`src/rtl/core/wpm_pkg.sv`:
```
// shared types, constants and codes for the wildcard priority match block
// no dependencies; imported by wpm_cell, wpm_tracker and wildcard_priority_match
package wpm_pkg;

   localparam int MAX_PATTERN = 32;
   localparam int CELL_COUNT  = MAX_PATTERN - 1;
   localparam int BYTE_W      = 8;
   localparam int LEN_W       = 6;
   localparam int WORD_W      = 64;
   localparam int WORD_COUNT  = 4;
   localparam int CSR_IDX_W   = 3;
   localparam int PRIO_W      = 3;
   localparam int SEEN_W      = $clog2(MAX_PATTERN + 2);
   localparam int PAT_IDX_W   = (MAX_PATTERN > 1) ? $clog2(MAX_PATTERN) : 1;
   localparam int CELL_IDX_W  = (CELL_COUNT > 1) ? $clog2(CELL_COUNT) : 1;

   localparam logic [BYTE_W-1:0] STAR = 8'h2A;

   localparam logic [CSR_IDX_W-1:0] CSR_LEN  = 3'd0;
   localparam logic [CSR_IDX_W-1:0] CSR_PAT0 = 3'd1;
   localparam logic [CSR_IDX_W-1:0] CSR_PAT1 = 3'd2;
   localparam logic [CSR_IDX_W-1:0] CSR_PAT2 = 3'd3;
   localparam logic [CSR_IDX_W-1:0] CSR_PAT3 = 3'd4;

   typedef enum logic [PRIO_W-1:0] {
      PRIO_NONE  = 3'd0,
      PRIO_EXACT = 3'd1,
      PRIO_TRAIL = 3'd2,
      PRIO_LEAD  = 3'd3,
      PRIO_BOTH  = 3'd4,
      PRIO_STAR  = 3'd5
   } prio_type;

   typedef logic [MAX_PATTERN-1:0][BYTE_W-1:0] pat_bytes_type;

   // per-word step control shared by the cells and the tracker
   typedef struct packed {
      logic take;
      logic clear;
   } step_ctrl_type;

endpackage

```
`src/rtl/core/wpm_cell.sv`:
```
// one cell of the match chain: holds one suffix bit and one inner bit
// depends on wpm_pkg
module wpm_cell (
   input  logic                       clock,
   input  logic                       reset,
   input  wpm_pkg::step_ctrl_type     ctrl,
   input  logic [wpm_pkg::BYTE_W-1:0] subject_byte,
   input  logic [wpm_pkg::BYTE_W-1:0] pat_byte,
   input  logic                       en_suf,
   input  logic                       en_inr,
   input  logic                       prev_suf,
   input  logic                       prev_inr,
   output logic                       suf_ff,
   output logic                       inr_ff,
   output logic                       suf_in,
   output logic                       inr_in
);
   import wpm_pkg::*;

   logic hit;

   assign hit = (subject_byte == pat_byte);

   always_comb begin
      suf_in = suf_ff;
      inr_in = inr_ff;
      if (ctrl.take) begin
         suf_in = prev_suf & hit & en_suf;
         inr_in = prev_inr & hit & en_inr;
      end
   end

   always_ff @(posedge clock) begin
      if (reset || ctrl.clear) begin
         suf_ff <= 1'b0;
         inr_ff <= 1'b0;
      end else begin
         suf_ff <= suf_in;
         inr_ff <= inr_in;
      end
   end

endmodule

```
`src/rtl/core/wpm_tracker.sv`:
```
// prefix/exact tracking, length count, inner-found flag and the priority decision
// depends on wpm_pkg; takes the updated chain bits from the wpm_cell row
module wpm_tracker (
   input  logic                           clock,
   input  logic                           reset,
   input  wpm_pkg::step_ctrl_type         ctrl,
   input  logic [wpm_pkg::BYTE_W-1:0]     subject_byte,
   input  logic [wpm_pkg::LEN_W-1:0]      len,
   input  wpm_pkg::pat_bytes_type         pat,
   input  logic [wpm_pkg::CELL_COUNT-1:0] suf_next,
   input  logic [wpm_pkg::CELL_COUNT-1:0] inr_next,
   output wpm_pkg::prio_type              prio
);
   import wpm_pkg::*;

   logic              prefix_ff, prefix_in, prefix_upd;
   logic              whole_ff, whole_in, whole_upd;
   logic              found_ff, found_in, found_upd;
   logic [SEEN_W-1:0] seen_ff, seen_in, seen_upd;

   logic [LEN_W:0]         p_ext, len_ext;
   logic [BYTE_W-1:0]      pat_at_p, first_byte, last_byte;
   logic [LEN_W-1:0]       ms, mi, len_m1;
   logic [CELL_IDX_W-1:0]  suf_sel, inr_sel;
   logic                   mismatch;

   assign p_ext    = (LEN_W+1)'(seen_ff);
   assign len_ext  = {1'b0, len};
   assign pat_at_p = pat[seen_ff[PAT_IDX_W-1:0]];
   assign mismatch = (subject_byte != pat_at_p);

   assign len_m1     = len - LEN_W'(1);
   assign ms         = (len >= LEN_W'(1)) ? len - LEN_W'(1) : '0;
   assign mi         = (len >= LEN_W'(2)) ? len - LEN_W'(2) : '0;
   assign first_byte = pat[0];
   assign last_byte  = pat[len_m1[PAT_IDX_W-1:0]];
   assign suf_sel    = CELL_IDX_W'(len - LEN_W'(2));
   assign inr_sel    = CELL_IDX_W'(mi - LEN_W'(1));

   // values after this word, before any end-of-string clear
   always_comb begin
      prefix_upd = prefix_ff;
      whole_upd  = whole_ff;
      found_upd  = found_ff;
      seen_upd   = seen_ff;
      if (ctrl.take) begin
         if ((p_ext + (LEN_W+1)'(1) < len_ext) && mismatch) begin
            prefix_upd = 1'b0;
         end
         if ((p_ext < len_ext) && mismatch) begin
            whole_upd = 1'b0;
         end
         if ((mi >= LEN_W'(1)) && inr_next[inr_sel]) begin
            found_upd = 1'b1;
         end
         if (seen_ff < SEEN_W'(MAX_PATTERN + 1)) begin
            seen_upd = seen_ff + SEEN_W'(1);
         end
      end
   end

   always_comb begin
      if (len == '0) begin
         prio = PRIO_EXACT;
      end else if ((len == LEN_W'(1)) && (first_byte == STAR)) begin
         prio = PRIO_STAR;
      end else if ((LEN_W'(seen_upd) == len) && (seen_upd <= SEEN_W'(MAX_PATTERN))
                   && whole_upd) begin
         prio = PRIO_EXACT;
      end else if ((last_byte == STAR) && ((LEN_W+1)'(seen_upd) >= {1'b0, ms})
                   && prefix_upd) begin
         prio = PRIO_TRAIL;
      end else if (first_byte != STAR) begin
         prio = PRIO_NONE;
      end else if ((LEN_W+1)'(seen_upd) < {1'b0, ms}) begin
         prio = PRIO_NONE;
      end else if (suf_next[suf_sel]) begin
         prio = PRIO_LEAD;
      end else if ((last_byte == STAR) && ((mi == '0) || found_upd)) begin
         prio = PRIO_BOTH;
      end else begin
         prio = PRIO_NONE;
      end
   end

   always_comb begin
      if (ctrl.clear) begin
         prefix_in = 1'b1;
         whole_in  = 1'b1;
         found_in  = 1'b0;
         seen_in   = '0;
      end else begin
         prefix_in = prefix_upd;
         whole_in  = whole_upd;
         found_in  = found_upd;
         seen_in   = seen_upd;
      end
   end

   always_ff @(posedge clock) begin
      if (reset) begin
         prefix_ff <= 1'b1;
         whole_ff  <= 1'b1;
         found_ff  <= 1'b0;
         seen_ff   <= '0;
      end else begin
         prefix_ff <= prefix_in;
         whole_ff  <= whole_in;
         found_ff  <= found_in;
         seen_ff   <= seen_in;
      end
   end

endmodule

```
`src/rtl/core/wildcard_priority_match.sv`:
```
// top level of the wildcard priority matcher: pattern registers, cell row, output register
// depends on wpm_pkg, wpm_cell and wpm_tracker
//
// channel  dir  handshake          payload
// req      in   req_valid/stall    subject_byte, is_last, empty_subject
// rsp      out  rsp_valid/stall    priority_res, matched
// csr      in   csr_write          csr_index, csr_wdata
//
// one subject byte per cycle while no word marked last is held off; the cell row
// updates all chain bits in the cycle the byte is taken, and the priority lands in
// the output register in the cycle after the word marked last. reset clears pattern
// registers and match state. a word marked last is held off only while a result
// waits under rsp_stall; other words keep flowing.
module wildcard_priority_match (
   input  logic                          clock,
   input  logic                          reset,
   input  logic                          req_valid,
   output logic                          req_stall,
   input  logic [wpm_pkg::BYTE_W-1:0]    req_subject_byte,
   input  logic                          req_is_last,
   input  logic                          req_empty_subject,
   output logic                          rsp_valid,
   input  logic                          rsp_stall,
   output logic [wpm_pkg::PRIO_W-1:0]    rsp_priority_res,
   output logic                          rsp_matched,
   input  logic                          csr_write,
   input  logic [wpm_pkg::CSR_IDX_W-1:0] csr_index,
   input  logic [wpm_pkg::WORD_W-1:0]    csr_wdata
);
   import wpm_pkg::*;

   logic [LEN_W-1:0]  len_ff;
   logic [WORD_W-1:0] word_ff [WORD_COUNT];

   logic [LEN_W-1:0]  len, ms, mi;
   pat_bytes_type     pat;
   logic [WORD_COUNT*WORD_W-1:0] pat_flat;

   step_ctrl_type           ctrl;
   logic                    accept;
   logic [CELL_COUNT-1:0]   suf_ff, inr_ff, suf_in, inr_in;
   prio_type                prio;

   logic              rsp_valid_ff, rsp_valid_in;
   logic [PRIO_W-1:0] rsp_priority_ff, rsp_priority_in;
   logic              rsp_matched_ff, rsp_matched_in;

   // configuration registers
   always_ff @(posedge clock) begin
      if (reset) begin
         len_ff <= '0;
         for (int w = 0; w < WORD_COUNT; w++) begin
            word_ff[w] <= '0;
         end
      end else if (csr_write) begin
         case (csr_index)
            CSR_LEN:  len_ff     <= csr_wdata[LEN_W-1:0];
            CSR_PAT0: word_ff[0] <= csr_wdata;
            CSR_PAT1: word_ff[1] <= csr_wdata;
            CSR_PAT2: word_ff[2] <= csr_wdata;
            CSR_PAT3: word_ff[3] <= csr_wdata;
            default:  ;
         endcase
      end
   end

   assign pat_flat = {word_ff[3], word_ff[2], word_ff[1], word_ff[0]};
   assign pat      = pat_flat[MAX_PATTERN*BYTE_W-1:0];
   assign len      = (len_ff > LEN_W'(MAX_PATTERN)) ? LEN_W'(MAX_PATTERN) : len_ff;
   assign ms       = (len >= LEN_W'(1)) ? len - LEN_W'(1) : '0;
   assign mi       = (len >= LEN_W'(2)) ? len - LEN_W'(2) : '0;

   assign req_stall  = rsp_valid_ff & rsp_stall & req_is_last;
   assign accept     = req_valid & ~req_stall;
   assign ctrl.take  = accept & ~req_empty_subject;
   assign ctrl.clear = accept & req_is_last;

   // cell j compares against pattern byte j+1 and chains from cell j-1
   for (genvar j = 0; j < CELL_COUNT; j++) begin : g_cell
      logic prev_suf, prev_inr;
      if (j == 0) begin : g_head
         assign prev_suf = 1'b1;
         assign prev_inr = 1'b1;
      end else begin : g_body
         assign prev_suf = suf_ff[j-1];
         assign prev_inr = inr_ff[j-1];
      end
      wpm_cell u_cell (
         .clock        (clock),
         .reset        (reset),
         .ctrl         (ctrl),
         .subject_byte (req_subject_byte),
         .pat_byte     (pat[j+1]),
         .en_suf       (LEN_W'(j) < ms),
         .en_inr       (LEN_W'(j) < mi),
         .prev_suf     (prev_suf),
         .prev_inr     (prev_inr),
         .suf_ff       (suf_ff[j]),
         .inr_ff       (inr_ff[j]),
         .suf_in       (suf_in[j]),
         .inr_in       (inr_in[j])
      );
   end

   wpm_tracker u_tracker (
      .clock        (clock),
      .reset        (reset),
      .ctrl         (ctrl),
      .subject_byte (req_subject_byte),
      .len          (len),
      .pat          (pat),
      .suf_next     (suf_in),
      .inr_next     (inr_in),
      .prio         (prio)
   );

   // output register
   always_comb begin
      rsp_valid_in    = rsp_valid_ff;
      rsp_priority_in = rsp_priority_ff;
      rsp_matched_in  = rsp_matched_ff;
      if (ctrl.clear) begin
         rsp_valid_in    = 1'b1;
         rsp_priority_in = prio;
         rsp_matched_in  = (prio != PRIO_NONE);
      end else if (!rsp_stall) begin
         rsp_valid_in = 1'b0;
      end
   end

   always_ff @(posedge clock) begin
      if (reset) begin
         rsp_valid_ff <= 1'b0;
      end else begin
         rsp_valid_ff <= rsp_valid_in;
      end
   end

   always_ff @(posedge clock) begin
      rsp_priority_ff <= rsp_priority_in;
      rsp_matched_ff  <= rsp_matched_in;
   end

   assign rsp_valid        = rsp_valid_ff;
   assign rsp_priority_res = rsp_priority_ff;
   assign rsp_matched      = rsp_matched_ff;

`ifndef NO_ASSERTIONS
   a_last_gives_result : assert property (@(posedge clock) disable iff (reset)
      (req_valid && !req_stall && req_is_last) |=> rsp_valid)
      else $error("last word accepted without a result");

   a_matched_consistent : assert property (@(posedge clock) disable iff (reset)
      rsp_valid |-> (rsp_matched == (rsp_priority_res != PRIO_NONE)))
      else $error("matched flag disagrees with priority");

   a_priority_range : assert property (@(posedge clock) disable iff (reset)
      rsp_valid |-> (rsp_priority_res <= PRIO_STAR))
      else $error("priority code out of range");
`endif

endmodule

```
`config.mk`:
```
export PLATFORM = sky130hd
export DESIGN_NAME = wildcard_priority_match
export DESIGN_NICKNAME = d
export VERILOG_FILES = /design/src/rtl/core/wpm_pkg.sv /design/src/rtl/core/wpm_cell.sv /design/src/rtl/core/wpm_tracker.sv /design/src/rtl/core/wildcard_priority_match.sv
export SDC_FILE = /design/constraint.sdc
export NUM_CORES = 1
export LEC_CHECK = 0
export ABC_AREA = 1
export BUFFER_PORTS_ARGS = -buffer_cell sky130_fd_sc_hd__buf_4
export CAP_MARGIN = 25
export CORE_UTILIZATION = 45
export DETAILED_ROUTE_END_ITERATION = 6
export SLEW_MARGIN = 0
export SYNTH_ARGS = -nofsm -noshare
export SYNTH_HDL_FRONTEND = slang
export SYNTH_SLANG_ARGS = --single-unit
export TNS_END_PERCENT = 20
```
`constraint.sdc`:
```
create_clock -name clock -period 6 [get_ports clock]
set_clock_uncertainty 0.2 [all_clocks]
set_input_delay 0 -clock clock [delete_from_list [all_inputs] [get_ports clock]]
set_output_delay 0 -clock clock [all_outputs]
set_load 0.02 [all_outputs]
```
==> results by group, run 1 <==
Drt
  – Vias per cell: 5.99
  – Routed Antenna Nets: 0
  – Initial DRC Count: roughly 3.1k
  – Mean routed wirelength per cell: 25.7 um
  – First-pass detailed-route iteration total: 6
  – DR vias: 22.5k
  – Final wirelength: 96.6 mm
  – DRC: 0

Placement
  – Placer Congestion: 1.03
  – Pre-CTS WS: 1.28 ns
  – Detailed Place HPWL: around 69 mm
  – Port buffer count: just under 90
  – Dpl cells: roughly 3.6k
  – Placed cell area: 23200 um^2

Synth
  – Prevailing post-synth register cell: edfxtp_1
  – Mapped Nets: 3125
  – Fraction of registers with async set/reset: 0%
  – Yosys warning count: 0
  – Largest area contributor in the netlist: edfxtp_1
  – Synth Register Bits: about 340
  – Synth top area cells: edfxtp_1, nand2_1, nor2_1
  – EDFF count, synth: between 200 and 300
  – Sequential area share after synthesis: 42.6%
  – Post-Syn Instances: 3016
  – Synthesized cell area: about 22000 um^2
  – Synth Area per Inst: 7.29 um^2
  – Unique masters post-synth: 55
  – Post-synth top area share: 35.5%

STA
  – Post-route setup slack: 1.15 ns
  – Minimum clock period: a little under 5 ns
  – Final Hold Violating Endpoints: 0
  – RSZ-0062 raised after global routing: false
  – Slew Viols, Final: 0
  – Achievable Freq: 0.206 GHz
  – Final setup TNS: 0 ns
  – WHS: around 0.029 ns
  – Max-Slew Margin vs Limit: a little over a quarter
  – Tcrit/Tclk final: 80.9%
  – Worst-margin pin slew: 1.09 ns
  – Setup-failing EPs final: 0

GRT
  – Vias in the first global route: 20.7k
  – Tot GR Track Use: 38.4%
  – First-pass GRT wire length: 139 mm
  – Largest net degree at the start of global routing: 70
  – Initial antenna violation count: 3
  – GR Overflow Total: 0

Clock network
  – CTS max path bufs: 3
  – TritonCTS Sinks: 338
  – TritonCTS Buffers: 38
  – CTS tree: built
  – Worst-skew pair later-pin latency: between 0.5 and 0.6 ns
  – Htree depth: 2
  – Root Driver: clkbuf_16
  – Post-CTS Setup Bufs: 0
  – Worst-path clk slew: 0.06 ns

Power
  – Sw frac: 32.6%
  – P_int: 4.29 mW
  – P_sw: about 2.1 mW
  – Leak: 10.6 nW
  – Seq pwr share: about 44%
  – Comb pwr share: 20.5%
  – PD cells: 253 nW/um^2
  – Maximum VDD drop: between 0.2 and 0.25 mV
  – Clock Power Share: 35.4%

Setup path
  – Critical path startpoint category: flop
  – CP max FO: 16
  – Worst EP required: 6.13 ns
  – Critical Path End Type: flop
  – Critical path arrival: 4.98 ns
  – CP Class: flop to flop

Floorplan
  – Core region area: 47900 um^2
  – Total die area: between 40000 and 50000 um^2
  – FP Rows: 80
  – Initial core utilization: 45.9%
  – Die width: 223 um
  – Boundary Pins: 88
  – Chip height: 223 um

Final layout
  – Final non-filler cell area: 25200 um^2
  – Final cell count without fillers: roughly 3.8k
  – Area growth syn-to-layout: 14.4%
  – Layout cell share with drive strength beyond 1: 8.32%
  – Final nets: ~3.2k

Min path
  – Hold crit path type: input port to flop

Status
  – Status: complete, no violations

Flow run
  – Maxcap violations: 0
## timing repair
item,4_1_cts,5_1_grt
endpoints found under the hold margin,289,0
resized for setup,0,0
hold buffers,83,0
## layout by cell type (no fill, tap or decap), types with 7 or more instances in the layout
master           n
a31oi_1          9
dlygate4sd3_1   83
clkinv_1         9
o211ai_1        21
edfxtp_1       260
nand3_1        238
nor4_1          17
nor2_1         429
xor2_1          62
nand2_1        655
o21ai_0        158
clkbuf_16       38
buf_4          126
o21ai_1          7
inv_1          357
inv_2           19
nor3_1          39
ha_1            27
nand2_2         12
o221ai_1        13
clkbuf_1        16
a21oi_1        197
xnor2_1         27
o31ai_1          9
or2_2           18
nand4_1        126
nor2_4           8
dfxtp_1         76
## layer usage
metal | vias to the layer above | track usage, % | part of all wire [%]
met4 | 0 | 18.5 | 5.0
met2 | 1420 | 58.8 | 44
met3 | 257 | 8.06 | 11
met1 | 10600 | 51.6 | 40
li1 | 10200 | - | -
met5 | - | 0 | 0
## flip-flops by register name, summed over array words and instances, names as in the netlist
register              count
word_ff                 256
g_cell.u_cell.inr_ff     31
g_cell.u_cell.suf_ff     31
len_ff                    6
u_tracker.seen_ff         6
rsp_priority_res          3
rsp_matched               1
rsp_valid                 1
u_tracker.found_ff        1
u_tracker.prefix_ff       1
u_tracker.whole_ff        1
## power by group through the flow
| stage | sequential (mW) | combinational [mW] | clock, mW |
|---|---|---|---|
| global route | 2.81 | 1.39 | 2.36 |
| finish | 2.81 | 1.31 | 2.26 |
| detailed placement | 2.85 | 1.22 | 0 |
| floorplan | 2.78 | 0.792 | 0 |
| CTS | 2.80 | 1.27 | 2.28 |
| global placement | 2.85 | 1.22 | 0 |
## synth_stat cells (all sizes together), types with 3 or more instances
master,number
xor2,63
clkbuf,113
nand3,239
nor3b,5
ha,27
nor4,17
buf,47
o22ai,3
o21ai,167
o31ai,12
nand4,126
nand2,673
o21bai,4
inv,378
dfxtp,78
o221ai,13
a41oi,6
nor2,443
or2,18
a21oi,197
a31oi,9
o211ai,21
clkinv,5
nor3,42
nand3b,6
xnor2,27
o41ai,4
edfxtp,260
## final timing paths
| path | start | endpoint | slack [ns] | cells after the start |
|---|---|---|---|---|
| setup / recovery | len_ff[5] | rsp_matched | 1.15 | 27 |
| hold / removal | reset | len_ff[4] | 0.03 | 4 |
| setup reg to reg | len_ff[5] | rsp_matched | 1.15 | 27 |
| hold reg to reg | u_tracker.prefix_ff | u_tracker.prefix_ff | 0.26 | 2 |
## kinds of logic (layout without fill, tap and decap cells)
logic type	after synthesis	in the layout	synth area share, %
XOR/XNOR	90	90	3.62
other	0	5	0
adder cells (fa/ha/maj)	27	27	1.54
AO/OA/AOI/OAI	447	447	11.3
flip-flops	338	338	42.6
buffers and inverters	543	663	9.52
AND/OR/NAND/NOR	1571	1571	31.4
## metrics by stage
stage | utilization, % | total power, mW
5_1_grt | 52.5 | 6.57
2_1_floorplan | - | 3.57
4_1_cts | 52.5 | 6.35
6_report | 52.5 | 6.37
3_3_place_gp | 48.3 | 4.06
3_5_place_dp | 48.3 | 4.07
## worst max-delay path, cell delays in order (launching register included)
cell and delay (ns):
dfxtp_1 0.62, nand2_1 0.14, nand2_1 0.31, inv_2 0.21
ha_1 0.23, nand4_1 0.14, nand2_4 0.12, inv_1 0.13
nor2_4 0.05, inv_2 0.25, ha_1 0.43, nand2_1 0.09
inv_1 0.10, nand2_1 0.13, nand2_1 0.10, o21ai_1 0.09
a21oi_1 0.14, nand2_1 0.08, nand3_1 0.08, nand3_1 0.08
nand2_1 0.08, nand2_1 0.05, nand3_1 0.11, nand3_1 0.29
nand2_1 0.15, nand2_1 0.06, nand2_1 0.08, nand2_1 0.05
## final cells by class
cell class / instances / area [um^2]
Antenna cell: 5 / 12.5
Clock buffer: 56 / 1040
Clock inverter: 13 / 109
Fill cell: 4636 / 22800
Inverter: 383 / 1440
Multi-Input combinational cell: 2135 / 10600
Sequential cell: 338 / 9370
Tap cell: 615 / 769
Timing Repair Buffer: 211 / 1820
(Power assumes the default switching activity.)
==> run 2, diff against run 1 <==
--- a/config.mk
+++ b/config.mk
@@ -5,7 +5,7 @@
 export SDC_FILE = /design/constraint.sdc
 export NUM_CORES = 1
 export LEC_CHECK = 0
-export ABC_AREA = 1
+export ABC_AREA = 0
 export BUFFER_PORTS_ARGS = -buffer_cell sky130_fd_sc_hd__buf_4
 export CAP_MARGIN = 25
 export CORE_UTILIZATION = 45
==> constraint.sdc (replaced) <==
create_clock -name clock -period 4.9 [get_ports clock]
set_clock_uncertainty 0.2 [all_clocks]
set_input_delay 0 -clock clock [delete_from_list [all_inputs] [get_ports clock]]
set_output_delay 0 -clock clock [all_outputs]
set_load 0.02 [all_outputs]
==> run 2 against run 1 <==
Maximum frequency increased by 4.2%. Core utilization increased by 0.59 points. Worst setup slack got worse by 0.90 ns. The run now ends with design-rule violations left. Combinational power decreased by 14%. Final area increased by 0.49%. Clock power increased by 35%. Via count decreased by 18%.
==> results by group, run 2 <==
Status
  – Status: complete, but fails checks
  – Failing checks: design-rule violations

GRT
  – Initial antenna violation count: 6 (+3)
  – Largest net degree at the start of global routing: 65 (-7.1%)
  – Vias in the first global route: 17.8k (-14%)
  – Met3 usage: 6.37% (-1.7 points)
  – GR peak layer: met2
  – M2 GR Usage: 60.3% (+1.5 points)
  – GR Overflow Total: 0 (unchanged)
  – Met1 usage: 47.6% (-4.0 points)
  – First-pass GRT wire length: 131 mm (-5.8%)
  – Tot GR Track Use: 37.3% (-1.0 points)

Drt
  – Mean routed wirelength per cell: 32.5 um (+26%)
  – Final wirelength: 92.6 mm (-4.1%)
  – DR vias: 18.3k (-18%)
  – Vias per cell: 6.44 (+7.6%)
  – First-pass detailed-route iteration total: 7 (+1)
  – Initial DRC Count: 2299 (-26%)
  – DRC: 1 (+1)
  – Routed Antenna Nets: 0 (unchanged)

STA
  – Final Hold Violating Endpoints: 0 (unchanged)
  – Worst-margin pin slew: 1.02 ns (-0.0631 ns)
  – Slew Viols, Final: 0 (unchanged)
  – Final setup TNS: 0 ns (unchanged)
  – Max-Slew Margin vs Limit: 31.2% (+4.1 points)
  – Setup-failing EPs final: 0 (unchanged)
  – RSZ-0062 raised after global routing: false
  – Post-route setup slack: 0.243 ns (-0.903 ns)
  – Achievable Freq: 0.215 GHz (+4.2%)
  – Minimum clock period: 4.66 ns (-0.197 ns)
  – Tcrit/Tclk final: 95.0% (+14 points)

Final layout
  – Most frequent cells in the layout: and2_1, edfxtp_1, xnor2_1
  – Fill count: 4243 (-8.5%)
  – Final nets: 2308 (-28%)
  – Reg area: 9370 um^2 (unchanged)
  – Area occupied by multi-input gates: 11600 um^2 (+9.7%)
  – Area growth syn-to-layout: 16.4%
  – Top reg by flops: word_ff
  – Layout cell share with drive strength beyond 1: 15.1% (+6.8 points)
  – Top Registers: word_ff: 256 flops, g_cell.u_cell.inr_ff: 31 flops, g_cell.u_cell.suf_ff: 31 flops
  – Largest register FFs: 256 (unchanged)
  – Most common cell after layout, fill and taps aside: and2_1

Power
  – Maximum VDD drop: 0.296 mV (+28%)
  – Leak: 8.52 nW (-20%)
  – Final Total Pwr: 7.69 mW (+21%)
  – PD cells: 304 nW/um^2 (+20%)

Floorplan
  – Chip height: 222 um (-0.62%)
  – FP Rows: 80 (unchanged)
  – Boundary Pins: 88 (unchanged)
  – Initial core utilization: 45.6% (-0.29 points)
  – Total die area: 49200 um^2 (-1.2%)
  – Die width: 222 um (-0.62%)
  – Core region area: 47600 um^2 (-0.63%)

Setup path
  – Worst EP required: 5.03 ns (-1.10 ns)
  – Critical path arrival: 4.79 ns (-0.19 ns)
  – CP max FO: 8 (-8)
  – Critical path startpoint category: flop
  – CP Class: flop to flop
  – Critical Path End Type: flop

Flow run
  – Maxcap violations: 0 (unchanged)

Synth
  – Mapped Nets: 2151 (-31%)
  – Synthesized cell area: 21700 um^2 (-1.2%)
  – Sequential area share after synthesis: 43.1% (+0.54 points)
  – Synth top area cells: edfxtp_1, xnor2_1, and2_1
  – Synth Register Bits: 338 (unchanged)
  – Most common cell in the netlist: and2_1
  – Fraction of registers with async set/reset: 0% (unchanged)
  – Post-Syn Instances: 2042 (-32%)
  – Yosys warning count: 0 (unchanged)
  – Synth Area per Inst: 10.6 um^2 (+46%)
  – Commonest cells post-synth: and2_1, edfxtp_1, xnor2_1
  – Unique masters post-synth: 108 (+96%)
  – Prevailing post-synth register cell: edfxtp_1
  – EDFF count, synth: 260 (unchanged)
  – Largest area contributor in the netlist: edfxtp_1
  – Post-synth top area share: 35.9% (+0.45 points)

Clock network
  – Worst-skew pair later-pin latency: 0.60 ns (about the same)
  – Post-CTS Setup Bufs: 0 (unchanged)
  – Worst-path clk slew: 0.06 ns (about the same)
  – TritonCTS Buffers: 40 (+5.3%)
  – Htree depth: 2 (unchanged)
  – Root Driver: clkbuf_16
  – TritonCTS Sinks: 338 (unchanged)
  – CTS tree: built
  – CTS max path bufs: 3 (unchanged)

Placement
  – Pre-CTS WS: 0.108 ns (-1.18 ns)
  – Detailed Place HPWL: 69.2 mm (+0.48%)
  – Placer Congestion: 1.00 (-2.5%)
  – Port buffer count: 87 (unchanged)

Min path
  – Hold crit path type: input port to flop
## run 2: changes by cell type after synthesis, sizes merged, moves of 33 or more
cell    change
and2      +273
o21ai     -136
a21oi     -128
mux2i      +54
nor2      -317
nor4b      +33
mux4       +46
nand2     -582
xnor2     +184
inv       -349
clkbuf     -52
nand4      -58
nand3     -169
## run 2: power by group
group          total [mW]  switching [mW]  internal (mW)  leakage (nW)
registers            3.51           0.265           3.25          3.14
clock network        3.05            1.30           1.75         0.629
logic                1.13           0.647          0.483          4.75
total                7.69            2.21           5.48          8.52
## run 2: worst max-delay path, cell delays in order, from the launching register on
cell and delay [ns]:
dfxtp_1 0.38, and2b_1 0.27, inv_1 0.23, ha_1 0.40, a21boi_0 0.55, a31o_2 0.42
nor3_1 0.12, a2111oi_0 0.51, buf_4 0.20, a211oi_1 0.04, a211oi_1 0.24, a31oi_1 0.09
o22ai_1 0.28, and2_4 0.21, a211o_1 0.14, nand4b_1 0.10
## run 2: per-layer routing
layer	wire (um)	share of wire (%)
met5	37	0.040
met4	5710	6.2
met2	43000	46
met3	8070	8.7
met1	35800	39
## run 2: cell type report
class                           instances  share of cell area [%]
Clock inverter                         24                    1.06
Sequential cell                       338                    37.1
Timing Repair Buffer                  248                    8.23
Inverter                               30                   0.465
Clock buffer                           50                    4.15
Tap cell                              615                    3.04
Multi-Input combinational cell       1541                    46.0
Antenna cell                            1                 0.00990
## run 2: worst paths after layout
kind | startpoint | end | slack (ns) | cells past startpoint
worst max-delay path | len_ff[5] | rsp_matched | 0.24 | 15
worst min-delay path | csr_index[1] | word_ff[0][1] | 0.04 | 4
worst max register to register | len_ff[5] | rsp_matched | 0.24 | 15
worst min register to register | g_cell[14].u_cell.inr_ff | g_cell[14].u_cell.inr_ff | 0.27 | 2
## run 2: cells by family (layout without fill, tap and decap cells)
family | after synthesis | count (layout) | share of synthesized area [%]
xor+xnor | 277 | 277 | 11.3
other cells | 0 | 1 | 0
simple gates | 839 | 839 | 22.8
buf+inv | 163 | 352 | 3.81
mux | 104 | 104 | 7.46
fa+ha+maj | 27 | 27 | 1.56
compound gates | 294 | 294 | 9.90
flops | 338 | 338 | 43.1
## run 2: through the flow
step / hold WS [ns] / cell area [um^2] / util [%] / instances
5_1_grt: 0.0684 / 25300 / 53.1 / 2846
2_1_floorplan: -0.0552 / 21700 / - / 2042
3_3_place_gp: 0.0689 / 23100 / 48.5 / 2688
4_1_cts: 0.0217 / 25200 / 53.0 / 2845
3_5_place_dp: 0.0891 / 23100 / 48.5 / 2688
6_report: 0.0362 / 25300 / 53.1 / 2847
## run 2: what timing repair did
| item | in CTS | in global routing |
|---|---|---|
| setup endpoints to repair | 0 | 2 |
| resized for setup | 0 | 7 |
| hold endpoints to repair | 296 | 0 |
| hold buffers | 83 | 0 |
